==> config.mk <==
export PLATFORM = sky130hd
export DESIGN_NAME = mip_chain_offset_calc
export DESIGN_NICKNAME = d
export VERILOG_FILES = /design/src/rtl/moc_pkg.sv /design/src/rtl/moc_layout.sv /design/src/rtl/moc_query.sv /design/src/rtl/mip_chain_offset_calc.sv
export SDC_FILE = /design/constraint.sdc
export NUM_CORES = 2
export LEC_CHECK = 0
export BUFFER_PORTS_ARGS = -buffer_cell sky130_fd_sc_hd__buf_2
export CAP_MARGIN = 20
export CORE_ASPECT_RATIO = 1.75
export CORE_MARGIN = 5
export CORE_UTILIZATION = 56
export DETAILED_ROUTE_END_ITERATION = 7
export GPL_ROUTABILITY_DRIVEN = 1
export PLACE_DENSITY = 0.74
export SLEW_MARGIN = 20
export SYNTH_ARGS = -nofsm -noshare
export SYNTH_HDL_FRONTEND = slang
export SYNTH_SLANG_ARGS = --single-unit
==> constraint.sdc <==
create_clock -name clk -period 8.45 [get_ports clk]
set_clock_uncertainty 0.15 [all_clocks]
set_input_delay 0.4225 -clock clk [delete_from_list [all_inputs] [get_ports clk]]
set_output_delay 0.4225 -clock clk [all_outputs]
set_load 0.03 [all_outputs]
==> src/rtl/moc_pkg.sv <==
// Types, constants and helpers shared by the mip chain offset calculator.
package moc_pkg;

	localparam int MAX_LEVELS  = 13;
	localparam int ALIGN_BYTES = 64;
	localparam int MAX_SLICES  = 512;
	localparam int CUBE_FACES  = 6;

	localparam int LVL_W   = 4;
	localparam int DIM_W   = 13;
	localparam int DEPTH_W = 10;
	localparam int TEXEL_W = 5;
	localparam int FACE_W  = 3;
	localparam int SLICE_W = 9;
	localparam int PITCH_W = 17;
	localparam int PROD_W  = DIM_W + TEXEL_W;
	localparam int SIZE_W  = PITCH_W + DIM_W;
	localparam int CHAIN_W = 32;
	localparam int OFF_W   = 40;
	localparam int CIDX_W  = 9;
	localparam int CHAINS_W = 10;
	localparam int CFG_W   = 13;
	localparam int REG_IDX_W = 3;

	localparam int MAX_DIM   = 4096;
	localparam int MAX_TEXEL = 16;
	localparam int DEPTH_MAX = (MAX_SLICES < 512) ? MAX_SLICES : 512;

	typedef enum logic [1:0] {
		KIND_PLAIN  = 2'd0,
		KIND_CUBE   = 2'd1,
		KIND_VOLUME = 2'd2,
		KIND_RSVD   = 2'd3
	} target_kind_t;

	typedef enum logic [REG_IDX_W-1:0] {
		REG_BASE_WIDTH    = 3'd0,
		REG_BASE_HEIGHT   = 3'd1,
		REG_BASE_DEPTH    = 3'd2,
		REG_TOP_LEVEL     = 3'd3,
		REG_TARGET_KIND   = 3'd4,
		REG_TEXEL_BYTES   = 3'd5,
		REG_LINEAR_LAYOUT = 3'd6,
		REG_WIDE_PITCH    = 3'd7
	} reg_idx_t;

	typedef enum logic [2:0] {
		SEQ_START,
		SEQ_PITCH,
		SEQ_SIZE,
		SEQ_ACC,
		SEQ_TOTAL,
		SEQ_DONE
	} seq_state_t;

	typedef struct packed {
		logic [FACE_W-1:0]  face_index;
		logic [LVL_W-1:0]   mip_level;
		logic [SLICE_W-1:0] slice_index;
	} query_t;

	typedef struct packed {
		logic [OFF_W-1:0]   img_byte_off;
		logic [PITCH_W-1:0] row_pitch;
		logic [DIM_W-1:0]   level_width;
		logic [DIM_W-1:0]   level_height;
		logic [OFF_W-1:0]   total_bytes;
		logic               bad_query;
	} result_t;

	// Chain layout handed from the layout sequencer to the query pipeline.
	typedef struct packed {
		logic                                busy;
		logic [LVL_W-1:0]                    last;
		target_kind_t                        kind;
		logic [DIM_W-1:0]                    bw;
		logic [DIM_W-1:0]                    bh;
		logic [DEPTH_W-1:0]                  bd;
		logic [MAX_LEVELS-1:0][CHAIN_W-1:0]  level_off;
		logic [MAX_LEVELS-1:0][PITCH_W-1:0]  level_pitch;
		logic [CHAIN_W-1:0]                  chain_bytes;
		logic [OFF_W-1:0]                    total;
	} layout_t;

	function automatic logic [DIM_W-1:0] halve(input logic [DIM_W-1:0] v);
		logic [DIM_W-1:0] h;
		h = v >> 1;
		return (h == '0) ? DIM_W'(1) : h;
	endfunction

	function automatic logic [DIM_W-1:0] clamp_dim(input logic [DIM_W-1:0] v);
		if (v == '0)
			return DIM_W'(1);
		else if (v > DIM_W'(MAX_DIM))
			return DIM_W'(MAX_DIM);
		else
			return v;
	endfunction

endpackage

==> src/rtl/moc_layout.sv <==
// Configuration registers and the sequencer that builds the per-level chain layout.
module moc_layout (
	input  logic                           clk,
	input  logic                           arst_n,
	input  logic                           cfg_we,
	input  logic [moc_pkg::REG_IDX_W-1:0]  cfg_index,
	input  logic [moc_pkg::CFG_W-1:0]      cfg_data,
	output moc_pkg::layout_t               lay
);
	import moc_pkg::*;

	logic [DIM_W-1:0]   base_width_q, base_height_q;
	logic [DEPTH_W-1:0] base_depth_q;
	logic [LVL_W-1:0]   top_level_q;
	logic [1:0]         target_kind_q;
	logic [TEXEL_W-1:0] texel_bytes_q;
	logic               linear_layout_q, wide_pitch_q;

	seq_state_t state_q, state_n;
	logic       busy;

	logic [LVL_W-1:0]   lvl_q;
	logic [DIM_W-1:0]   w_q, h_q;
	logic [PITCH_W-1:0] pitch_q;
	logic [SIZE_W-1:0]  sz_q;
	logic [CHAIN_W-1:0] pos_q;
	logic [OFF_W-1:0]   total_q;
	logic [MAX_LEVELS-1:0][CHAIN_W-1:0] off_q;
	logic [MAX_LEVELS-1:0][PITCH_W-1:0] lpitch_q;

	logic [DIM_W-1:0]    bw_c, bh_c;
	logic [DEPTH_W-1:0]  bd_c;
	logic [TEXEL_W-1:0]  tb_c;
	logic [LVL_W-1:0]    last_c;
	target_kind_t        kind_c;
	logic [CHAINS_W-1:0] chains_c;
	logic [PROD_W-1:0]   base_prod, lvl_prod, base_round;
	logic [PITCH_W-1:0]  pitch_n;
	logic [DIM_W-1:0]    nw, nh;
	logic [SIZE_W:0]     sz_ext, sz_round, sz_eff;
	logic                do_align;

	// Saturate registers into their legal ranges.
	always_comb begin
		bw_c = clamp_dim(base_width_q);
		bh_c = clamp_dim(base_height_q);
		if (base_depth_q == '0)
			bd_c = DEPTH_W'(1);
		else if (base_depth_q > DEPTH_W'(DEPTH_MAX))
			bd_c = DEPTH_W'(DEPTH_MAX);
		else
			bd_c = base_depth_q;
		if (texel_bytes_q == '0)
			tb_c = TEXEL_W'(1);
		else if (texel_bytes_q > TEXEL_W'(MAX_TEXEL))
			tb_c = TEXEL_W'(MAX_TEXEL);
		else
			tb_c = texel_bytes_q;
		last_c = (top_level_q > LVL_W'(MAX_LEVELS - 1)) ? LVL_W'(MAX_LEVELS - 1) : top_level_q;
		case (target_kind_q)
			KIND_CUBE:   kind_c = KIND_CUBE;
			KIND_VOLUME: kind_c = KIND_VOLUME;
			default:     kind_c = KIND_PLAIN;
		endcase
		case (kind_c)
			KIND_CUBE:   chains_c = CHAINS_W'(CUBE_FACES);
			KIND_VOLUME: chains_c = bd_c;
			default:     chains_c = CHAINS_W'(1);
		endcase
	end

	always_comb begin
		base_prod  = PROD_W'(bw_c) * PROD_W'(tb_c);
		lvl_prod   = PROD_W'(w_q) * PROD_W'(tb_c);
		base_round = PROD_W'(((base_prod + PROD_W'(ALIGN_BYTES - 1)) / ALIGN_BYTES) * ALIGN_BYTES);
		pitch_n    = (wide_pitch_q && linear_layout_q) ? base_round[PITCH_W-1:0]
		                                               : lvl_prod[PITCH_W-1:0];
		nw       = halve(w_q);
		nh       = halve(h_q);
		do_align = (lvl_q < last_c) && !linear_layout_q && (nw > DIM_W'(1)) && (nh > DIM_W'(1));
		sz_ext   = {1'b0, sz_q};
		sz_round = (SIZE_W+1)'(((sz_ext + (SIZE_W+1)'(ALIGN_BYTES - 1)) / ALIGN_BYTES)
		           * ALIGN_BYTES);
		sz_eff   = do_align ? sz_round : sz_ext;
	end

	always_ff @(posedge clk or negedge arst_n) begin
		if (!arst_n) begin
			base_width_q    <= DIM_W'(1);
			base_height_q   <= DIM_W'(1);
			base_depth_q    <= DEPTH_W'(1);
			top_level_q     <= '0;
			target_kind_q   <= KIND_PLAIN;
			texel_bytes_q   <= TEXEL_W'(4);
			linear_layout_q <= 1'b1;
			wide_pitch_q    <= 1'b0;
		end else if (cfg_we) begin
			unique case (cfg_index)
				REG_BASE_WIDTH:    base_width_q    <= cfg_data;
				REG_BASE_HEIGHT:   base_height_q   <= cfg_data;
				REG_BASE_DEPTH:    base_depth_q    <= cfg_data[DEPTH_W-1:0];
				REG_TOP_LEVEL:     top_level_q     <= cfg_data[LVL_W-1:0];
				REG_TARGET_KIND:   target_kind_q   <= cfg_data[1:0];
				REG_TEXEL_BYTES:   texel_bytes_q   <= cfg_data[TEXEL_W-1:0];
				REG_LINEAR_LAYOUT: linear_layout_q <= cfg_data[0];
				REG_WIDE_PITCH:    wide_pitch_q    <= cfg_data[0];
				default: ;
			endcase
		end
	end

	// Three steps per level: pitch, size product, align and accumulate.
	always_comb begin
		state_n = state_q;
		busy    = 1'b1;
		unique case (state_q)
			SEQ_START: state_n = SEQ_PITCH;
			SEQ_PITCH: state_n = SEQ_SIZE;
			SEQ_SIZE:  state_n = SEQ_ACC;
			SEQ_ACC:   state_n = (lvl_q == last_c) ? SEQ_TOTAL : SEQ_PITCH;
			SEQ_TOTAL: state_n = SEQ_DONE;
			SEQ_DONE:  busy = 1'b0;
			default:   state_n = SEQ_START;
		endcase
		if (cfg_we)
			state_n = SEQ_START;
	end

	always_ff @(posedge clk or negedge arst_n) begin
		if (!arst_n)
			state_q <= SEQ_START;
		else
			state_q <= state_n;
	end

	always_ff @(posedge clk) begin
		unique case (state_q)
			SEQ_START: begin
				lvl_q <= '0;
				w_q   <= bw_c;
				h_q   <= bh_c;
				pos_q <= '0;
			end
			SEQ_PITCH: pitch_q <= pitch_n;
			SEQ_SIZE:  sz_q <= SIZE_W'(pitch_q) * SIZE_W'(h_q);
			SEQ_ACC: begin
				for (int i = 0; i < MAX_LEVELS; i++) begin
					if (lvl_q == LVL_W'(i)) begin
						off_q[i]    <= pos_q;
						lpitch_q[i] <= pitch_q;
					end
				end
				pos_q <= pos_q + CHAIN_W'(sz_eff);
				w_q   <= nw;
				h_q   <= nh;
				lvl_q <= lvl_q + LVL_W'(1);
			end
			SEQ_TOTAL: total_q <= OFF_W'(pos_q) * OFF_W'(chains_c);
			default: ;
		endcase
	end

	always_comb begin
		lay.busy        = busy;
		lay.last        = last_c;
		lay.kind        = kind_c;
		lay.bw          = bw_c;
		lay.bh          = bh_c;
		lay.bd          = bd_c;
		lay.level_off   = off_q;
		lay.level_pitch = lpitch_q;
		lay.chain_bytes = pos_q;
		lay.total       = total_q;
	end

	a_cfg_restarts: assert property (@(posedge clk) disable iff (!arst_n)
		cfg_we |=> (state_q == SEQ_START))
		else $error("config write did not restart layout build");
	a_lvl_in_range: assert property (@(posedge clk) disable iff (!arst_n)
		(state_q == SEQ_ACC) |-> (lvl_q <= last_c))
		else $error("layout build ran past the last level");

endmodule

==> src/rtl/moc_query.sv <==
// Three-stage query pipeline: table select and checks, chain product, offset add.
module moc_query (
	input  logic              clk,
	input  logic              arst_n,
	input  moc_pkg::layout_t  lay,
	input  logic              query_valid,
	output logic              query_stall,
	input  moc_pkg::query_t   query,
	output logic              result_valid,
	input  logic              result_stall,
	output moc_pkg::result_t  result
);
	import moc_pkg::*;

	logic v_s1, v_s2, v_s3;
	logic en1, en2, en3, accept;

	logic               bad_s1, bad_s2;
	logic [CIDX_W-1:0]  cidx_s1;
	logic [CHAIN_W-1:0] loff_s1, loff_s2;
	logic [PITCH_W-1:0] pitch_s1, pitch_s2;
	logic [DIM_W-1:0]   w_s1, w_s2, h_s1, h_s2;
	logic [OFF_W-1:0]   prod_s2;
	result_t            res_s3;

	logic               bad_c;
	logic [CIDX_W-1:0]  cidx_c;
	logic [CHAIN_W-1:0] loff_c;
	logic [PITCH_W-1:0] pitch_c;
	logic [DIM_W-1:0]   wsh_c, hsh_c;

	always_comb begin
		en3 = !v_s3 || !result_stall;
		en2 = !v_s2 || en3;
		en1 = !v_s1 || en2;
		query_stall = lay.busy || !en1;
		accept = query_valid && !query_stall;
	end

	always_comb begin
		bad_c  = query.mip_level > lay.last;
		cidx_c = '0;
		case (lay.kind)
			KIND_CUBE: begin
				cidx_c = CIDX_W'(query.face_index);
				if (query.face_index >= FACE_W'(CUBE_FACES))
					bad_c = 1'b1;
			end
			KIND_VOLUME: begin
				cidx_c = query.slice_index;
				if (DEPTH_W'(query.slice_index) >= lay.bd)
					bad_c = 1'b1;
			end
			default: ;
		endcase
		loff_c  = '0;
		pitch_c = '0;
		for (int i = 0; i < MAX_LEVELS; i++) begin
			if (query.mip_level == LVL_W'(i)) begin
				loff_c  = lay.level_off[i];
				pitch_c = lay.level_pitch[i];
			end
		end
		wsh_c = lay.bw >> query.mip_level;
		hsh_c = lay.bh >> query.mip_level;
	end

	always_ff @(posedge clk or negedge arst_n) begin
		if (!arst_n) begin
			v_s1 <= 1'b0;
			v_s2 <= 1'b0;
			v_s3 <= 1'b0;
		end else begin
			if (en1)
				v_s1 <= accept;
			if (en2)
				v_s2 <= v_s1;
			if (en3)
				v_s3 <= v_s2;
		end
	end

	always_ff @(posedge clk) begin
		if (accept) begin
			bad_s1   <= bad_c;
			cidx_s1  <= cidx_c;
			loff_s1  <= loff_c;
			pitch_s1 <= pitch_c;
			w_s1     <= (wsh_c == '0) ? DIM_W'(1) : wsh_c;
			h_s1     <= (hsh_c == '0) ? DIM_W'(1) : hsh_c;
		end
		if (en2) begin
			bad_s2   <= bad_s1;
			loff_s2  <= loff_s1;
			pitch_s2 <= pitch_s1;
			w_s2     <= w_s1;
			h_s2     <= h_s1;
			prod_s2  <= OFF_W'(cidx_s1) * OFF_W'(lay.chain_bytes);
		end
		if (en3) begin
			res_s3.img_byte_off <= bad_s2 ? '0 : OFF_W'(loff_s2) + prod_s2;
			res_s3.row_pitch    <= bad_s2 ? '0 : pitch_s2;
			res_s3.level_width  <= bad_s2 ? '0 : w_s2;
			res_s3.level_height <= bad_s2 ? '0 : h_s2;
			res_s3.total_bytes  <= lay.total;
			res_s3.bad_query    <= bad_s2;
		end
	end

	assign result_valid = v_s3;
	assign result       = res_s3;

	a_bad_zeroed: assert property (@(posedge clk) disable iff (!arst_n)
		(result_valid && result.bad_query) |->
		(result.img_byte_off == '0 && result.row_pitch == '0 && result.level_width == '0))
		else $error("rejected query carries nonzero fields");
	a_good_dims: assert property (@(posedge clk) disable iff (!arst_n)
		(result_valid && !result.bad_query) |->
		(result.level_width != '0 && result.level_height != '0))
		else $error("valid query with zero dimension");
	a_no_take_busy: assert property (@(posedge clk) disable iff (!arst_n)
		lay.busy |-> !accept)
		else $error("query taken while layout is rebuilding");

endmodule

==> src/rtl/mip_chain_offset_calc.sv <==
// Top level of the mip chain offset calculator.
//
//   channel   direction  handshake                    payload
//   cfg       in         cfg_we                       cfg_index, cfg_data
//   query     in         query_valid / query_stall    query (face, level, slice)
//   result    out        result_valid / result_stall  result (offset, pitch, dims, total, bad)
//
// One query per cycle while query_stall is low, through the select, multiply and add
// stages. After reset and after every config write the layout sequencer rebuilds the level
// table, three steps per level (pitch, size product, align and accumulate); query_stall
// stays high meanwhile. result_stall holds a waiting result in place and stalls the stages
// behind it as they fill; nothing is dropped or repeated. Reset is asynchronous, active low.
module mip_chain_offset_calc (
	input  logic                           clk,
	input  logic                           arst_n,
	input  logic                           cfg_we,
	input  logic [moc_pkg::REG_IDX_W-1:0]  cfg_index,
	input  logic [moc_pkg::CFG_W-1:0]      cfg_data,
	input  logic                           query_valid,
	output logic                           query_stall,
	input  moc_pkg::query_t                query,
	output logic                           result_valid,
	input  logic                           result_stall,
	output moc_pkg::result_t               result
);
	import moc_pkg::*;

	layout_t lay;

	moc_layout u_layout (
		.clk       (clk),
		.arst_n    (arst_n),
		.cfg_we    (cfg_we),
		.cfg_index (cfg_index),
		.cfg_data  (cfg_data),
		.lay       (lay)
	);

	moc_query u_query (
		.clk          (clk),
		.arst_n       (arst_n),
		.lay          (lay),
		.query_valid  (query_valid),
		.query_stall  (query_stall),
		.query        (query),
		.result_valid (result_valid),
		.result_stall (result_stall),
		.result       (result)
	);

endmodule

=== Yosys cells after proc, flatten, opt, wreduce, memory -nomap -nowiden ===
Cells that the tools add are included.

* Output and inout bits: 126
* Register bits: 1166
* Input bits: 37
* Word-level logic and storage cells: 232

* Shifts and indexed selects: 2
* Add/subtract/negate cells: 5
* Equal/unequal tests: 42
* Multiplexer cells: 53
* $mul: 5
* Reductions and logical operators: 50
* $lt $le $gt $ge: 11

{| class="wikitable"
|+ Operators by type and width
! cell !! number
|-
| $mux 32 || 13
|-
| $mux 17 || 14
|-
| $logic_not 13->1 || 6
|-
| $pmux 32 s2 || 1
|-
| $mux 13 || 4
|-
| $pmux 13 s2 || 2
|-
| $reduce_and 2->1 || 21
|-
| $add 32x40->40 || 1
|-
| $eq 4x4->1 const B || 10
|-
| $mul 32x10->40 || 1
|-
| $mul 9x32->40 || 1
|-
| $mul 13x5->17 || 2
|-
| $add 32x31->32 || 1
|-
| $eq 4x3->1 const B || 8
|-
| $add 30x6->31 const B || 1
|-
| $mux 31 || 1
|-
| $mul 17x13->30 || 1
|-
| $gt 13x1->1 const B || 2
|-
| $gt 13x13->1 const B || 2
|-
| $shr 13x4->13 || 2
|-
| $mux 12 || 2
|-
| $mux 10 || 2
|-
| $pmux 10 s2 || 1
|-
| $eq 3x3->1 const B || 6
|-
| other kinds (34) || 63
|}

=== Longest topological paths before layout ===
* Depth after elaboration: 14
* Depth in mapped cells: 28
* Gate-level depth less buffers: 26

=== By module ===
Synthesis repeated with hierarchy kept, for this count alone.

* Cell total of the unflattened synthesis: 6388
* Area total of the unflattened synthesis: 76155.5 um2

{| class="wikitable"
|+ Modules (own cells, without submodules)
! module !! area each (um2) !! sequential area each (um2) !! times used !! cells each
|-
| moc_layout || 49256.0 || 24910.1 || 1 || 3848
|-
| moc_query || 26899.5 || 9834.4 || 1 || 2540
|}

=== Least setup slack after synthesis ===
OpenSTA, ideal clock, no wires.

* Path type: register to register
* Start point: register u_layout.base_depth_q[7]
* End point: register u_layout.total_q[38] (data pin)
* Buffers on the path: 3
* Setup time: 258 ps
* Stages on the path, launching flop included: 28
* Arrival time: 6521 ps
* Period minus slack after synthesis: 6928 ps
* Path slack: 1522 ps
* Required time: 8042 ps
* Cells stage by stage: dfrtp_1 -> nor4_1 -> nand2_1 -> o21ai_0 -> and3b_1 -> clkbuf_1 -> a21o_1 -> clkbuf_1 -> nand2_1 -> fa_1 -> inv_1 -> fa_1 -> fa_1 -> fa_1 -> inv_1 -> fa_1 -> inv_1 -> ha_1 -> buf_2 -> a211oi_2 -> nand2_1 -> a2111oi_2 -> a211oi_1 -> o41ai_2 -> o211ai_1 -> a31o_2 -> a21oi_1 -> xnor2_1

* Longest elaborated chain between the ends: 5
* Elaborated cells between the ends (all ways): 6
* Classes of those cells: 1 x mul; 1 x order compare; 3 x mux; 1 x reduce/logical

{| class="wikitable"
|+ Ends and longest elaborated chain
! item !! line !! RTL
|-
| start: declaration || moc_layout.sv:13 || <nowiki>logic [DEPTH_W-1:0] base_depth_q;</nowiki>
|-
| start signal: assignment || moc_layout.sv:101 || <nowiki>REG_BASE_DEPTH: base_depth_q <= cfg_data[DEPTH_W-1:0];</nowiki>
|-
| $gt 10x10->1 || moc_layout.sv:49 || <nowiki>else if (base_depth_q > DEPTH_W'(DEPTH_MAX))</nowiki>
|-
| $mux 10 || moc_layout.sv:49 ||
|-
| $mux 10 (*) || moc_layout.sv:47 || <nowiki>if (base_depth_q == '0)</nowiki>
|-
| $pmux 10 s2 (*) || moc_layout.sv:65 || <nowiki>case (kind_c)</nowiki>
|-
| $mul 32x10->40 (*) || moc_layout.sv:158 || <nowiki>SEQ_TOTAL: total_q <= OFF_W'(pos_q) * OFF_W'(chains_c);</nowiki>
|-
| end signal: assignment || moc_layout.sv:158 ||
|-
| end: declaration || moc_layout.sv:27 || <nowiki>logic [OFF_W-1:0] total_q;</nowiki>
|}

Mark *: on every way between the ends. The rest lies on a longest branch, timed or not.
A chain may end at the register's enable or synchronous reset.

=== Final worst setup path ===
* Start point: register u_layout.base_depth_q[4]
* End point: register u_layout.total_q[38] (data pin)

Same word-level chain as after synthesis.

==> results.json <==
{
  "holdWs_ns": 0.0514,
  "htreeDepth": 3,
  "cts.clk_slew.worst_paths_ns": 0.07,
  "total_cts_buffers": 98,
  "worst_ep_arrival_time_ns": 8.18,
  "synth_area_leaders": "sky130_fd_sc_hd__edfxtp_1 (44%), sky130_fd_sc_hd__fa_1 (18%), sky130_fd_sc_hd__ha_1 (5.7%)",
  "synth_cell_types": 87,
  "timing.setup.tns_ns": 0,
  "postSynthNetCount": 7470,
  "floorplan.io_pins": 163,
  "worst_slew_margin_rel": 0.224,
  "floorplan.die_area_um2": 142000,
  "final_max_slew_viols": 0,
  "worst_setup_path_end_kind": "register",
  "fin_cells": 8401,
  "hpwl_mm": 135,
  "layout_common_cells": "sky130_fd_sc_hd__edfxtp_1 (1111), sky130_fd_sc_hd__nand2_1 (850), sky130_fd_sc_hd__inv_1 (703)",
  "postRouteWirelength_mm": 192,
  "floorplan.die.width_um": 287,
  "clockRootBuffer": "sky130_fd_sc_hd__clkbuf_16",
  "combinational_family_with_the_most_area_after_synthesis": "adder cells",
  "hold_violations": 0,
  "nNetsFinal": 7570,
  "hp-class": "in -> reg",
  "run_status": "finished, violations left",
  "post_synth_fa_ha_maj_area_fraction": 0.238,
  "drt_pre_antenna_iters": 8,
  "top_cell_type_s_share_of_synthesized_area": 0.443,
  "globalRoute.totalOverflow": 0,
  "violations": "DRC",
  "number_of_enable_flip_flop_cells_after_synthesis": 1111,
  "post-synth-top-area-cell": "sky130_fd_sc_hd__edfxtp_1",
  "criticalPathCategory": "reg -> reg",
  "fin_crit_sh": 0.935,
  "ys.warnings.count": 0,
  "place.port_buffers": 162,
  "insertion_delay_ns": 0.74,
  "final_antenna_net_count": 0,
  "mostFrequentLayoutCell": "sky130_fd_sc_hd__edfxtp_1",
  "synth_xor_area_frac": 0.0225,
  "tightestPinTransition_ns": 1.16,
  "std_cell_rows": 178,
  "core_ar_um2": 134000,
  "floorplan.initialDensity": 0.562,
  "die_height_um": 495,
  "grt_setup_unrepaired": "false",
  "yosys.area_share.simple": 0.126,
  "synth.yosys.seq_area_share": 0.461,
  "syn_inst": 6410,
  "ys_dominant_reg_cell": "sky130_fd_sc_hd__edfxtp_1",
  "timing.final.setup_violations": 0,
  "startpoint_type": "register",
  "finalCriticalPeriod_ns": 7.90,
  "grt_antenna_before_repair": 15,
  "viasPerCell": 5.97,
  "critPathRequiredTime_ns": 8.73,
  "synth.area.mux_share": 0.0219,
  "synthesized_area_per_cell_um2": 11.8,
  "tritoncts_clock_tree": "done",
  "syn_area_um2": 75400,
  "grt_pass1_vias": 52465,
  "drcViolationCount": 1,
  "fmax_mhz": 127,
  "detail_route.iter0.violations": 4589,
  "dp_cells": 8182,
  "ys_async_sr_fraction": 0.0472,
  "gpl.final_weighted_congestion": 0.943,
  "maxCapViolCount": 0,
  "cts_buffer_depth": 3,
  "critical_path_fanout_max": 78,
  "final_layout_size_suffix_gt1_frac": 0.0903,
  "grt_start_max_net_pins": 117,
  "gr-usage-all-layers": 0.271,
  "ys_seq_elements": 1166,
  "vias": 50155,
  "area_growth_pct": 8.70,
  "route.detailed.wl_per_inst_um": 22.9,
  "grt_first_pass_wirelength_mm": 297,
  "synth_compound_gate_area_share": 0.0791,
  "clock_sink_total": 1166
}
## area by class of cell
type / instances / area (um^2)
clock buffers: 118 / 2550
repair buffers: 313 / 2040
multi-input cells: 4227 / 36900
clock inverters: 64 / 782
fillers: 10369 / 52100
well taps: 1800 / 2250
flip-flops and latches: 1166 / 34700
diodes: 9 / 22.5
inverters: 704 / 2640
## routing by layer
metal,share of wire,vias up,GRT usage
met5,0.00029,-,0
met4,0.066,8,0.153
met3,0.077,582,0.0339
met2,0.51,2293,0.482
met1,0.35,25077,0.317
li1,-,22195,-
## flip-flops by register name, indices dropped and copies added (netlist names), 17 cells and up
register          cells
u_layout.sz_q        30
u_query.loff_s1      32
u_layout.lay        637
u_query.pitch_s1     17
u_query.result      124
u_layout.total_q     40
u_layout.pos_q       32
u_query.prod_s2      40
u_layout.pitch_q     17
u_query.pitch_s2     17
u_query.loff_s2      32
## worst paths after layout
kind                            cells after the start  slack [ns]                   endpoint                     start
worst max-delay path                               25        0.55       u_layout.total_q[38]  u_layout.base_depth_q[4]
min in group asynchronous                           3        0.26   u_layout.base_width_q[9]                    arst_n
worst min register to register                      0        0.26            u_query.w_s2[4]           u_query.w_s1[4]
worst max register to register                     25        0.55       u_layout.total_q[38]  u_layout.base_depth_q[4]
max in group asynchronous                           3        7.32  u_layout.target_kind_q[0]                    arst_n
worst min-delay path                                3        0.05         u_query.cidx_s1[2]                 query[15]
## cell usage after synthesis (58+ instances only)
cell type	instances
sky130_fd_sc_hd__edfxtp_1	1111
sky130_fd_sc_hd__nand2_1	852
sky130_fd_sc_hd__inv_1	703
sky130_fd_sc_hd__fa_1	681
sky130_fd_sc_hd__ha_1	342
sky130_fd_sc_hd__nor2_1	285
sky130_fd_sc_hd__and2_1	267
sky130_fd_sc_hd__clkbuf_1	260
sky130_fd_sc_hd__a21oi_1	254
sky130_fd_sc_hd__and3_1	185
sky130_fd_sc_hd__o21ai_0	156
sky130_fd_sc_hd__xnor2_1	123
sky130_fd_sc_hd__nor2b_1	106
sky130_fd_sc_hd__a222oi_1	87
sky130_fd_sc_hd__a21o_1	77
sky130_fd_sc_hd__xor2_1	71
sky130_fd_sc_hd__nand3_1	65
sky130_fd_sc_hd__mux2_2	59
sky130_fd_sc_hd__nor3_1	58
## logic make-up after synthesis
group | after synthesis
muxes | 131
and+or+nand+nor | 1982
buffers and inverters | 1017
xor gates and xnor gates | 194
DFF | 1166
adders and majority gates | 1023
AOI/OAI and AO/OA | 897
## critical path, stage by stage, from the launching register on
cell	delay, ns
sky130_fd_sc_hd__dfrtp_1	0.38
sky130_fd_sc_hd__nor4_1	0.44
sky130_fd_sc_hd__nand2_1	0.08
sky130_fd_sc_hd__o21ai_0	0.19
sky130_fd_sc_hd__and3b_2	0.26
sky130_fd_sc_hd__buf_4	0.51
sky130_fd_sc_hd__and2_1	0.48
sky130_fd_sc_hd__nand2_1	0.14
sky130_fd_sc_hd__fa_1	0.43
sky130_fd_sc_hd__inv_1	0.08
sky130_fd_sc_hd__fa_1	0.43
sky130_fd_sc_hd__fa_1	0.41
sky130_fd_sc_hd__fa_1	0.52
sky130_fd_sc_hd__inv_1	0.05
sky130_fd_sc_hd__fa_1	0.47
sky130_fd_sc_hd__inv_1	0.04
sky130_fd_sc_hd__ha_1	0.33
sky130_fd_sc_hd__a21oi_1	0.15
sky130_fd_sc_hd__o21ai_1	0.15
sky130_fd_sc_hd__a2111oi_2	0.50
sky130_fd_sc_hd__a211oi_1	0.21
sky130_fd_sc_hd__o41ai_2	0.47
sky130_fd_sc_hd__o211ai_1	0.19
sky130_fd_sc_hd__a31o_2	0.26
sky130_fd_sc_hd__a21oi_1	0.17
sky130_fd_sc_hd__xnor2_1	0.08
## what timing repair did
action | CTS | global route
hold buffers | 27 | 0
setup endpoints to repair | 0 | 1
setup buffers | 0 | 0
hold endpoints to repair | 97 | 0
resized for setup | 0 | 1
## through the flow
step | setup slack [ns] | util | cell area (um^2)
floorplan | 1.52 | - | 75400
global placement | 0.661 | 0.584 | 78300
CTS | 0.436 | 0.611 | 81900
detailed placement | 0.521 | 0.584 | 78300
finish | 0.553 | 0.611 | 81900
global route | 0.137 | 0.611 | 81900
Power is left out: the tool's default activity adds up to more than one toggle a clock period on the data nets, which glitch-free logic cannot reach.
